### config.mk
export PLATFORM = sky130hd
export DESIGN_NAME = tail_drop_packet_buffer_unit
export DESIGN_NICKNAME = d
export VERILOG_FILES = /design/src/rtl/tdpb_pkg.sv /design/src/rtl/tdpb_req_queue.sv /design/src/rtl/tdpb_engine.sv /design/src/rtl/tail_drop_packet_buffer_unit.sv
export SDC_FILE = /design/constraint.sdc
export NUM_CORES = 1
export LEC_CHECK = 0
export ABC_CLOCK_PERIOD_IN_PS = 14800
export BUFFER_PORTS_ARGS = -buffer_cell sky130_fd_sc_hd__buf_2
export CAP_MARGIN = 20
export CORE_MARGIN = 2
export CORE_UTILIZATION = 60
export CTS_CLUSTER_SIZE = 25
export DETAILED_ROUTE_END_ITERATION = 8
export PLACE_DENSITY = 0.86
export SKIP_CTS_REPAIR_TIMING = 1
export SLEW_MARGIN = 20
export SYNTH_ARGS = -nofsm -noshare
export SYNTH_HDL_FRONTEND = slang
export SYNTH_SLANG_ARGS = --single-unit
export TNS_END_PERCENT = 10
### constraint.sdc
create_clock -name clk -period 14.8 [get_ports clk]
set_clock_uncertainty 0.2 [all_clocks]
set_input_delay 2.96 -clock clk [delete_from_list [all_inputs] [get_ports clk]]
set_output_delay 2.96 -clock clk [all_outputs]
set_load 0.01 [all_outputs]
### src/rtl/tdpb_pkg.sv
// ----------------------------------------------------------------------------
// tdpb_pkg
// Types and constants shared by the tail-drop packet buffer modules.
// ----------------------------------------------------------------------------
package tdpb_pkg;

	localparam int TIME_W      = 32;
	localparam int PROC_W      = 16;
	localparam int CAP_W       = 5;
	localparam int MAX_DEPTH_DEF = 16;
	localparam logic [CAP_W-1:0] CAP_RESET = 5'd16;

	typedef struct packed {
		logic [TIME_W-1:0] arrive_ts;
		logic [PROC_W-1:0] service_len;
	} in_item_t;

	typedef struct packed {
		logic              dropped;
		logic [TIME_W-1:0] start_ts;
	} out_item_t;

	typedef enum logic [1:0] {
		S_IDLE,
		S_READ,
		S_CHECK
	} eng_state_t;

endpackage

### src/rtl/tdpb_req_queue.sv
// ----------------------------------------------------------------------------
// tdpb_req_queue
// Front part: accepts requests and holds up to two of them for the engine.
// ----------------------------------------------------------------------------
module tdpb_req_queue import tdpb_pkg::*; (
	input  logic     clk,
	input  logic     arst_n,
	input  logic     in_valid,
	output logic     in_stall,
	input  in_item_t in_data,
	output logic     req_valid,
	output in_item_t req_data,
	input  logic     req_pop
);

	in_item_t   slot_q [2];
	logic       wr_ptr_q;
	logic       rd_ptr_q;
	logic [1:0] count_q;
	logic       push;
	logic       pop;

	assign in_stall  = (count_q == 2'd2);
	assign req_valid = (count_q != 2'd0);
	assign req_data  = slot_q[rd_ptr_q];
	assign push      = in_valid && !in_stall;
	assign pop       = req_pop && req_valid;

	always_ff @(posedge clk or negedge arst_n) begin
		if (!arst_n) begin
			wr_ptr_q <= 1'b0;
			rd_ptr_q <= 1'b0;
			count_q  <= 2'd0;
		end else begin
			if (push) wr_ptr_q <= !wr_ptr_q;
			if (pop)  rd_ptr_q <= !rd_ptr_q;
			case ({push, pop})
				2'b10:   count_q <= count_q + 2'd1;
				2'b01:   count_q <= count_q - 2'd1;
				default: count_q <= count_q;
			endcase
		end
	end

	always_ff @(posedge clk) begin
		if (push) slot_q[wr_ptr_q] <= in_data;
	end

endmodule

### src/rtl/tdpb_engine.sv
// ----------------------------------------------------------------------------
// tdpb_engine
// Back part: retires finished packets, decides drop or admit, keeps the
// finish-time memory and drives the result register.
// ----------------------------------------------------------------------------
module tdpb_engine import tdpb_pkg::*; #(
	parameter int MAX_DEPTH = MAX_DEPTH_DEF
) (
	input  logic             clk,
	input  logic             arst_n,
	input  logic [CAP_W-1:0] capacity,
	input  logic             req_valid,
	input  in_item_t         req_data,
	output logic             req_pop,
	output logic             out_valid,
	input  logic             out_stall,
	output out_item_t        out_data
);

	localparam int AW = (MAX_DEPTH > 1) ? $clog2(MAX_DEPTH) : 1;
	localparam int OW = $clog2(MAX_DEPTH + 1);
	localparam int CW = (OW > CAP_W) ? OW : CAP_W;
	localparam logic [AW-1:0] LAST_POS = AW'(MAX_DEPTH - 1);
	localparam logic [CW-1:0] DEPTH_C  = CW'(MAX_DEPTH);

	logic [TIME_W-1:0] fifo_mem [MAX_DEPTH];

	eng_state_t        state_q, state_d;
	logic [AW-1:0]     head_q, tail_q, head_next, tail_next, rd_addr;
	logic [OW-1:0]     occ_q;
	logic [TIME_W-1:0] last_fin_q, arr_q, rd_q;
	logic [PROC_W-1:0] proc_q;
	logic              out_valid_q;
	out_item_t         out_data_q;

	logic              retire, slot_free, is_full, take, decide, admit;
	logic [CW-1:0]     cap_ext, eff_cap;
	logic [TIME_W-1:0] start_c, fin_c;
	logic [TIME_W:0]   sum_c;

	assign head_next = (head_q == LAST_POS) ? '0 : head_q + AW'(1);
	assign tail_next = (tail_q == LAST_POS) ? '0 : tail_q + AW'(1);

	assign cap_ext = CW'(capacity);
	assign eff_cap = (cap_ext == '0) ? CW'(1) : ((cap_ext > DEPTH_C) ? DEPTH_C : cap_ext);

	assign retire    = (occ_q != '0) && (rd_q <= arr_q);
	assign slot_free = !out_valid_q || !out_stall;
	assign is_full   = CW'(occ_q) >= eff_cap;

	assign start_c = ((occ_q != '0) && (last_fin_q > arr_q)) ? last_fin_q : arr_q;
	assign sum_c   = {1'b0, start_c} + (TIME_W + 1)'(proc_q);
	assign fin_c   = sum_c[TIME_W] ? '1 : sum_c[TIME_W-1:0];

	always_comb begin
		state_d = state_q;
		take    = 1'b0;
		decide  = 1'b0;
		rd_addr = head_q;
		case (state_q)
			S_IDLE: begin
				if (req_valid) begin
					take    = 1'b1;
					state_d = S_READ;
				end
			end
			S_READ: begin
				state_d = S_CHECK;
			end
			S_CHECK: begin
				// Each retired entry steps the read address so the next head is
				// ready in the following cycle.
				if (retire) begin
					rd_addr = head_next;
				end else if (slot_free) begin
					decide  = 1'b1;
					state_d = S_IDLE;
				end
			end
			default: state_d = S_IDLE;
		endcase
	end

	assign admit   = decide && !is_full;
	assign req_pop = take;

	always_ff @(posedge clk or negedge arst_n) begin
		if (!arst_n) begin
			state_q     <= S_IDLE;
			head_q      <= '0;
			tail_q      <= '0;
			occ_q       <= '0;
			out_valid_q <= 1'b0;
		end else begin
			state_q <= state_d;
			if (state_q == S_CHECK && retire) begin
				head_q <= head_next;
				occ_q  <= occ_q - OW'(1);
			end else if (admit) begin
				tail_q <= tail_next;
				occ_q  <= occ_q + OW'(1);
			end
			if (decide)
				out_valid_q <= 1'b1;
			else if (!out_stall)
				out_valid_q <= 1'b0;
		end
	end

	always_ff @(posedge clk) begin
		rd_q <= fifo_mem[rd_addr];
		if (admit) fifo_mem[tail_q] <= fin_c;
	end

	always_ff @(posedge clk) begin
		if (take) begin
			arr_q  <= req_data.arrive_ts;
			proc_q <= req_data.service_len;
		end
		if (admit) last_fin_q <= fin_c;
		if (decide) begin
			out_data_q.dropped  <= is_full;
			out_data_q.start_ts <= is_full ? '0 : start_c;
		end
	end

	assign out_valid = out_valid_q;
	assign out_data  = out_data_q;

endmodule

### src/rtl/tail_drop_packet_buffer_unit.sv
// ----------------------------------------------------------------------------
// tail_drop_packet_buffer_unit
// Single-server packet buffer with tail drop and finish-time bookkeeping.
// ----------------------------------------------------------------------------
// Each request carries a packet's arrival and processing time; each yields
// one result telling whether the packet was dropped and, if not, when its
// processing starts. A two-entry request queue takes requests while the
// engine works, and the result register holds a finished result while the
// next request is accepted. The engine takes each request through S_IDLE,
// S_READ and S_CHECK and stays in S_CHECK while it retires finished packets,
// because the finish-time memory is read at one address per cycle with
// registered data; a result still waiting in the result register holds the
// decision until it is taken. Reset leaves the buffer empty and the capacity
// at 16; capacity writes take effect for the next request decided.
module tail_drop_packet_buffer_unit import tdpb_pkg::*; #(
	parameter int MAX_DEPTH = MAX_DEPTH_DEF
) (
	input  logic             clk,
	input  logic             arst_n,
	input  logic             in_valid,
	output logic             in_stall,
	input  in_item_t         in_data,
	output logic             out_valid,
	input  logic             out_stall,
	output out_item_t        out_data,
	input  logic             cfg_we,
	input  logic [CAP_W-1:0] cfg_wdata
);

	logic [CAP_W-1:0] capacity_q;
	logic             req_valid;
	logic             req_pop;
	in_item_t         req_data;

	always_ff @(posedge clk or negedge arst_n) begin
		if (!arst_n) begin
			capacity_q <= CAP_RESET;
		end else if (cfg_we) begin
			capacity_q <= cfg_wdata;
		end
	end

	tdpb_req_queue u_queue (
		.clk       (clk),
		.arst_n    (arst_n),
		.in_valid  (in_valid),
		.in_stall  (in_stall),
		.in_data   (in_data),
		.req_valid (req_valid),
		.req_data  (req_data),
		.req_pop   (req_pop)
	);

	tdpb_engine #(
		.MAX_DEPTH (MAX_DEPTH)
	) u_engine (
		.clk       (clk),
		.arst_n    (arst_n),
		.capacity  (capacity_q),
		.req_valid (req_valid),
		.req_data  (req_data),
		.req_pop   (req_pop),
		.out_valid (out_valid),
		.out_stall (out_stall),
		.out_data  (out_data)
	);

endmodule

==> flow_summary_export.csv, run 1 <==
group,metric,value,unit
sta,setup-tns-final,0,ps
cells_and_area,diodes,0,
placement,port_buffers,92,
clock_tree,cts_tree,"done",
floorplan,dieWidth,236.7,µm
global_routing,overflow,0,
sta,hold_viol_final,0,
yosys,yosys_most_used_dff,"edfxtp_1",
placement,dp.cells,3096,
setup_path,criticalPathCategory,"flip-flop to flip-flop",
clock_tree,cts_sinks,778,
yosys,synth_edf_count,721,
floorplan,dieArea,56030,µm²
global_routing,met1_usage,35.49,%
route,drcViolationCount,0,
yosys,synth_top_cells_by_count,"edfxtp_1, nand2_1, nand3_1",
floorplan,die_height,236.7,µm
job,cap_violations,0,
cells_and_area,drive_above_1_share,13.89,%
clock_tree,clkLatencyLatePin,630,ps
sta,slew_violations,0,
sta,max_freq,0.1411,GHz
clock_tree,clkSlewWorstSetupHoldPaths,60,ps
sta,rsz0062_at_grt,"false",
yosys,ys_seq_elements,778,
sta,period_share,47.87,%
cells_and_area,final_cells,3230,
clock_tree,root_buffer,"clkbuf_16",
clock_tree,clk_path_buf_depth,3,
global_routing,antenna_found_initial,0,
sta,relSlewSlack,25.93,%
placement,gp_congestion,0.8832,
yosys,synth_nets,2525,
setup_path,crit_fanout,32,
setup_path,start_kind,"flip-flop",
yosys,synth_cell_types,63,
cells_and_area,syn2layout_area_growth,11.68,%
floorplan,rows,85,
route,wire_per_inst,23.51,µm
global_routing,grtUsageTotal,27.20,%
yosys,seq_area_frac_synth,70.54,%
sta,fin_crit,7085,ps
placement,hpwl,42660,µm
cells_and_area,fin_nets,2631,
global_routing,top_usage_layer,"met2",
global_routing,grtUsageMet2,45.06,%
yosys,avgSynthCellArea,13.70,µm²
route,num_vias,20330,
floorplan,start_util,60.49,%
sta,finalSetupViolations,0,
yosys,yosysWarnings,0,
clock_tree,htreeDepth,3,
clock_tree,numCtsBuffers,75,
yosys,async_flop_share,3.213,%
route,first_iter_violations,2486,
yosys,yosysTopAreaCell,"edfxtp_1",
global_routing,grt_max_degree,86,
yosys,yosysMostFrequentCell,"edfxtp_1",
cells_and_area,fill_cells,3328,
yosys,syn_inst,2371,
yosys,synth.cell_area,32490,µm²
setup_path,worstPathArrival,7160,ps
floorplan,pin_count,93,
floorplan,core,53710,µm²
sta,worst_slew_pin_slew,1101,ps
global_routing,grt_use_met3,5.013,%
setup_path,crit_required,14870,ps
setup_path,cp-end-kind,"flip-flop",
route,wl,75930,µm
yosys,yosysTopAreaCellShare,66.64,%
yosys,synth_area_leaders,"edfxtp_1, nand2_1, mux2i_1, ha_1, nand3_1",
route,dr.pass1.iters,6,
worst_hold_path,hold_path.class,"flip-flop to flip-flop",
global_routing,grt_pass1_wl,115800,µm
run_status,outcome,"finished clean",
route,drtAntennaViolNets,0,
route,via_per_inst,6.295,
global_routing,grt_pass1_vias,20450,
## cell usage in the layout, fill, tap and decap left out, types with 17 or more instances in the layout
master and instances:
ha_1 94, edfxtp_1 721, dfxtp_1 32, a21oi_1 45
mux2_2 63, inv_1 55, buf_2 92, dfrtp_1 23
nand2_1 510, nor2b_1 29, buf_4 43, nor3_1 17
a32oi_1 32, nand4_1 18, clkbuf_16 76, o21ai_0 45
nand3_1 212, nor2_1 51, o221ai_1 32, mux2i_1 119
## state kept, by name, indices dropped and copies added (netlist names), 4 cells and up
| register | cells |
|---|---|
| capacity_q | 5 |
| u_engine.last_fin_q | 32 |
| u_engine.rd_q | 32 |
| u_engine.occ_q | 5 |
| u_engine.fifo_mem | 512 |
| u_engine.out_data | 33 |
| u_queue.slot_q | 96 |
| u_engine.arr_q | 32 |
| u_engine.head_q | 4 |
| u_engine.proc_q | 16 |
| u_engine.tail_q | 4 |
## final timing paths
path / startpoint / depth (start not counted) / slack, ps / endpoint
setup reg to reg: u_engine.arr_q[20] / 20 / 7710 / u_engine.fifo_mem[6][17]
min in group asynchronous: arst_n / 1 / 2130 / u_engine.head_q[0]
setup / recovery: u_engine.arr_q[20] / 20 / 7710 / u_engine.fifo_mem[6][17]
hold reg to reg: u_engine.occ_q[4] / 1 / 290 / u_engine.occ_q[4]
max in group asynchronous: arst_n / 1 / 11860 / u_queue.rd_ptr_q
hold / removal: u_engine.occ_q[4] / 1 / 290 / u_engine.occ_q[4]
## metal layers
metal,wire length (µm),part of all wire (%),vias up
met5,0,0,-
met4,3161,4.2,0
met3,6461,8.5,206
met2,37340,49,1114
met1,28960,38,10040
li1,-,-,8979
## cell families (layout without fill, tap and decap cells)
| family | after synthesis | in the layout | share of synthesized area [%] |
|---|---|---|---|
| AO/OA/AOI/OAI | 225 | 225 | 4.852 |
| XOR/XNOR | 22 | 22 | 0.5931 |
| adder cells (fa/ha/maj) | 96 | 96 | 3.743 |
| buffers and inverters | 164 | 327 | 2.103 |
| flip-flops | 778 | 778 | 70.54 |
| multiplexers | 186 | 186 | 6.050 |
| AND/OR/NAND/NOR | 900 | 900 | 12.12 |
## through the flow
step | utilization [%] | hold slack, ps | worst slack, ps | area [µm²]
global placement | 62.86 | 282.8 | 7969 | 33760
floorplan | - | 255.0 | 7525 | 32490
global route | 67.56 | 320.7 | 7101 | 36280
finish | 67.56 | 292.8 | 7715 | 36280
CTS | 67.53 | 292.9 | 7747 | 36270
detailed placement | 62.88 | 284.0 | 7792 | 33770
## critical path: stages, from the launching register on
cell and delay [ps]:
edfxtp_1 480, inv_1 140, ha_1 300, nand4_1 100
nor4_1 650, o21ai_0 390, a31oi_4 720, nor2_1 80
a21oi_1 290, inv_1 100, ha_1 290, a21o_1 180
a21oi_1 210, o21bai_1 150, a2111oi_0 570, nor3_1 150
nor3_1 340, nor2_1 120, nor2_1 360, nor3_1 110
o21ai_1 800
## area by class of cell
| class | count | area, µm² | area share [%] |
|---|---|---|---|
| inverter | 58 | 226.5 | 0.6241 |
| clock buffer | 104 | 2127 | 5.862 |
| clock inverter | 30 | 367.9 | 1.014 |
| sequential | 778 | 22920 | 63.17 |
| timing repair buffer | 135 | 783.3 | 2.159 |
| tap | 696 | 870.8 | 2.400 |
| multi-input combinational | 1429 | 8990 | 24.78 |
Power of run 1 is left out: the tool's default activity adds up to more than one toggle a clock period on the data nets, which glitch-free logic cannot reach.
==> run 2: changes to the inputs <==
- ABC_CLOCK_PERIOD_IN_PS: 14800 -> 6250
- CORE_UTILIZATION: 60 -> 56
- PLACE_DENSITY: 0.86 -> 0.85
- clock period: 14.8 -> 6.25 ns (I/O delays scaled with it)
==> run 2 against run 1 <==
Compared with the run above:
- register-to-register slack got worse by 7500 ps
- count of clock-buffer cells in the layout is 11 lower
- non-clock buffer count up 13
- worst setup slack got worse by 7500 ps
- worst hold slack better by 14 ps
- critical path depth increased by 3
- die area grew 7.0%
- via count rose by 0.77%
- sequential share of layout area down 0.31 points
- critical endpoint is now u_engine.last_fin_q[4]
==> flow_summary_export.csv, run 2 (same netlist as run 1, synthesis figures left out) <==
group,metric,value,unit
setup_path,r2r-end,"u_engine.last_fin_q[4]",
clock_tree,cts_sinks,778,
route,first_iter_violations,2660,
sta,finalSetupViolations,0,
setup_path,criticalPathCategory,"flip-flop to flip-flop",
floorplan,dieArea,59960,µm²
clock_tree,root_buffer,"clkbuf_16",
cells_and_area,drive_above_1_share,14.17,%
setup_path,crit_required,6250,ps
floorplan,core,57480,µm²
route,drcViolationCount,0,
cells_and_area,syn2layout_area_growth,12.24,%
clock_tree,cts_tree,"done",
cells_and_area,fin_util,63.45,%
placement,gp_congestion,0.8680,
setup_path,crit_chain,"inv_1 > ha_1 > a21o_1 > a21o_1 > a21oi_1 > o211a_1 > a211oi_1 > inv_1 > a31oi_4 > buf_4 > nand2_1 > o21ai_0 > ha_1 > nor2b_1 > o21a_1 > o21ai_1 > a21oi_1 > nor2_1 > o2111ai_1 > a211oi_2 > or3_1 > buf_4 > nand2_1",
route,drtAntennaViolNets,0,
sta,relSlewSlack,26.61,%
route,wl,76900,µm
clock_tree,clk_path_buf_depth,3,
sta,rsz0062_at_grt,"true",
floorplan,start_util,56.53,%
floorplan,dieWidth,244.9,µm
cells_and_area,fin_nets,2642,
sta,setup-tns-final,0,ps
setup_path,reg2regPathDepth,23,
route,num_vias,20490,
cells_and_area,final_cell_mix,"edfxtp_1, nand2_1, nand3_1",
global_routing,overflow,0,
sta,period_share,96.00,%
sta,slew_violations,0,
setup_path,reg2reg_slack,250,ps
route,wire_per_inst,23.22,µm
placement,hpwl,43820,µm
setup_path,cpMaxStageDelayCell,"a211oi_1",
route,dr.pass1.iters,5,
floorplan,die_height,244.9,µm
setup_path,worstPathArrival,6000,ps
run_status,outcome,"finished clean",
cells_and_area,diodes,0,
cells_and_area,layout_commonest_cell,"edfxtp_1",
sta,hold_viol_final,0,
placement,port_buffers,92,
sta,worst_slew_pin_slew,1101,ps
clock_tree,htreeDepth,3,
sta,max_freq,0.1667,GHz
route,via_per_inst,6.187,
setup_path,crit_family,"compound AO/OA/AOI/OAI gates",
worst_hold_path,hold_path.class,"flip-flop to flip-flop",
setup_path,cp.depth,23,
setup_path,crit_fanout,28,
floorplan,pin_count,93,
global_routing,antenna_found_initial,0,
clock_tree,clkLatencyLatePin,620,ps
floorplan,rows,88,
setup_path,cpPeakStageDelay,430,ps
global_routing,grt_pass1_wl,115100,µm
job,cap_violations,0,
setup_path,rr_startpoint,"u_engine.arr_q[17]",
setup_path,crit_end,"u_engine.last_fin_q[4]",
cells_and_area,largest_reg_flops,512,
clock_tree,numCtsBuffers,73,
global_routing,grt_pass1_vias,20330,
clock_tree,clkSlewWorstSetupHoldPaths,60,ps
setup_path,crit_start,"u_engine.arr_q[17]",
global_routing,grt_max_degree,161,
setup_path,start_kind,"flip-flop",
setup_path,crit_buf_inv,4,
setup_path,cp-end-kind,"flip-flop",
cells_and_area,fill_cells,3923,
cells_and_area,regMostFlops,"u_engine.fifo_mem",
sta,fin_crit,6000,ps
global_routing,grtUsageTotal,25.36,%
==> run 2: changes by cell type in the layout (fill, tap and decap cells not counted), moves of 4 or more <==
cell and delta:
clkinvlp_4 +4, clkbuf_1 -4, clkinv_1 +9, buf_12 +6
buf_4 +7, clkbuf_8 -6
==> run 2: metal layers <==
layer	up-vias	GRT usage [%]	share of wire, %
li1	9003	-	-
met2	1231	41.58	49
met4	0	10.72	4.1
met1	10030	33.60	39
met3	225	4.559	8.8
met5	-	0	0
==> run 2: stage by stage <==
step	hold WS, ps	instance area [µm²]	instances	worst slack (ps)
6_report	307.3	36470	3312	249.9
2_1_floorplan	255.0	32490	2371	-16.99
4_1_cts	305.0	36410	3311	166.8
3_5_place_dp	297.0	34010	3177	277.8
3_3_place_gp	275.6	34010	3177	455.6
5_1_grt	337.2	36470	3312	-41.19
==> run 2: worst min-delay path by stage <==
stage,depth (start not counted),endpoint,slack [ps],start
after floorplan,1,u_engine.state_q[0],250,u_engine.state_q[0]
after global placement,1,u_engine.occ_q[4],280,u_engine.occ_q[4]
final,1,u_engine.occ_q[4],310,u_engine.occ_q[4]
after CTS,1,u_engine.occ_q[4],310,u_engine.occ_q[4]
after detailed placement,1,u_engine.occ_q[4],300,u_engine.occ_q[4]
after global routing,1,u_engine.occ_q[4],340,u_engine.occ_q[4]
==> run 2: layout make-up <==
type | instances | area [µm²] | area share [%]
timing repair buffer | 148 | 955.9 | 2.621
tap | 765 | 957.2 | 2.625
clock buffer | 93 | 2004 | 5.496
sequential | 778 | 22920 | 62.86
inverter | 58 | 226.5 | 0.6210
multi-input combinational | 1429 | 9001 | 24.68
clock inverter | 41 | 400.4 | 1.098
==> run 2: worst reg2reg max path, cell delays in order (launching register included) <==
cell	delay [ps]
edfxtp_1	410
inv_1	90
ha_1	300
a21o_1	110
a21o_1	110
a21oi_1	80
o211a_1	200
a211oi_1	430
inv_1	160
a31oi_4	270
buf_4	330
nand2_1	80
o21ai_0	120
ha_1	310
nor2b_1	160
o21a_1	180
o21ai_1	270
a21oi_1	110
nor2_1	200
o2111ai_1	260
a211oi_2	360
or3_1	180
buf_4	230
nand2_1	420
Power of run 2 is left out for the same reason.
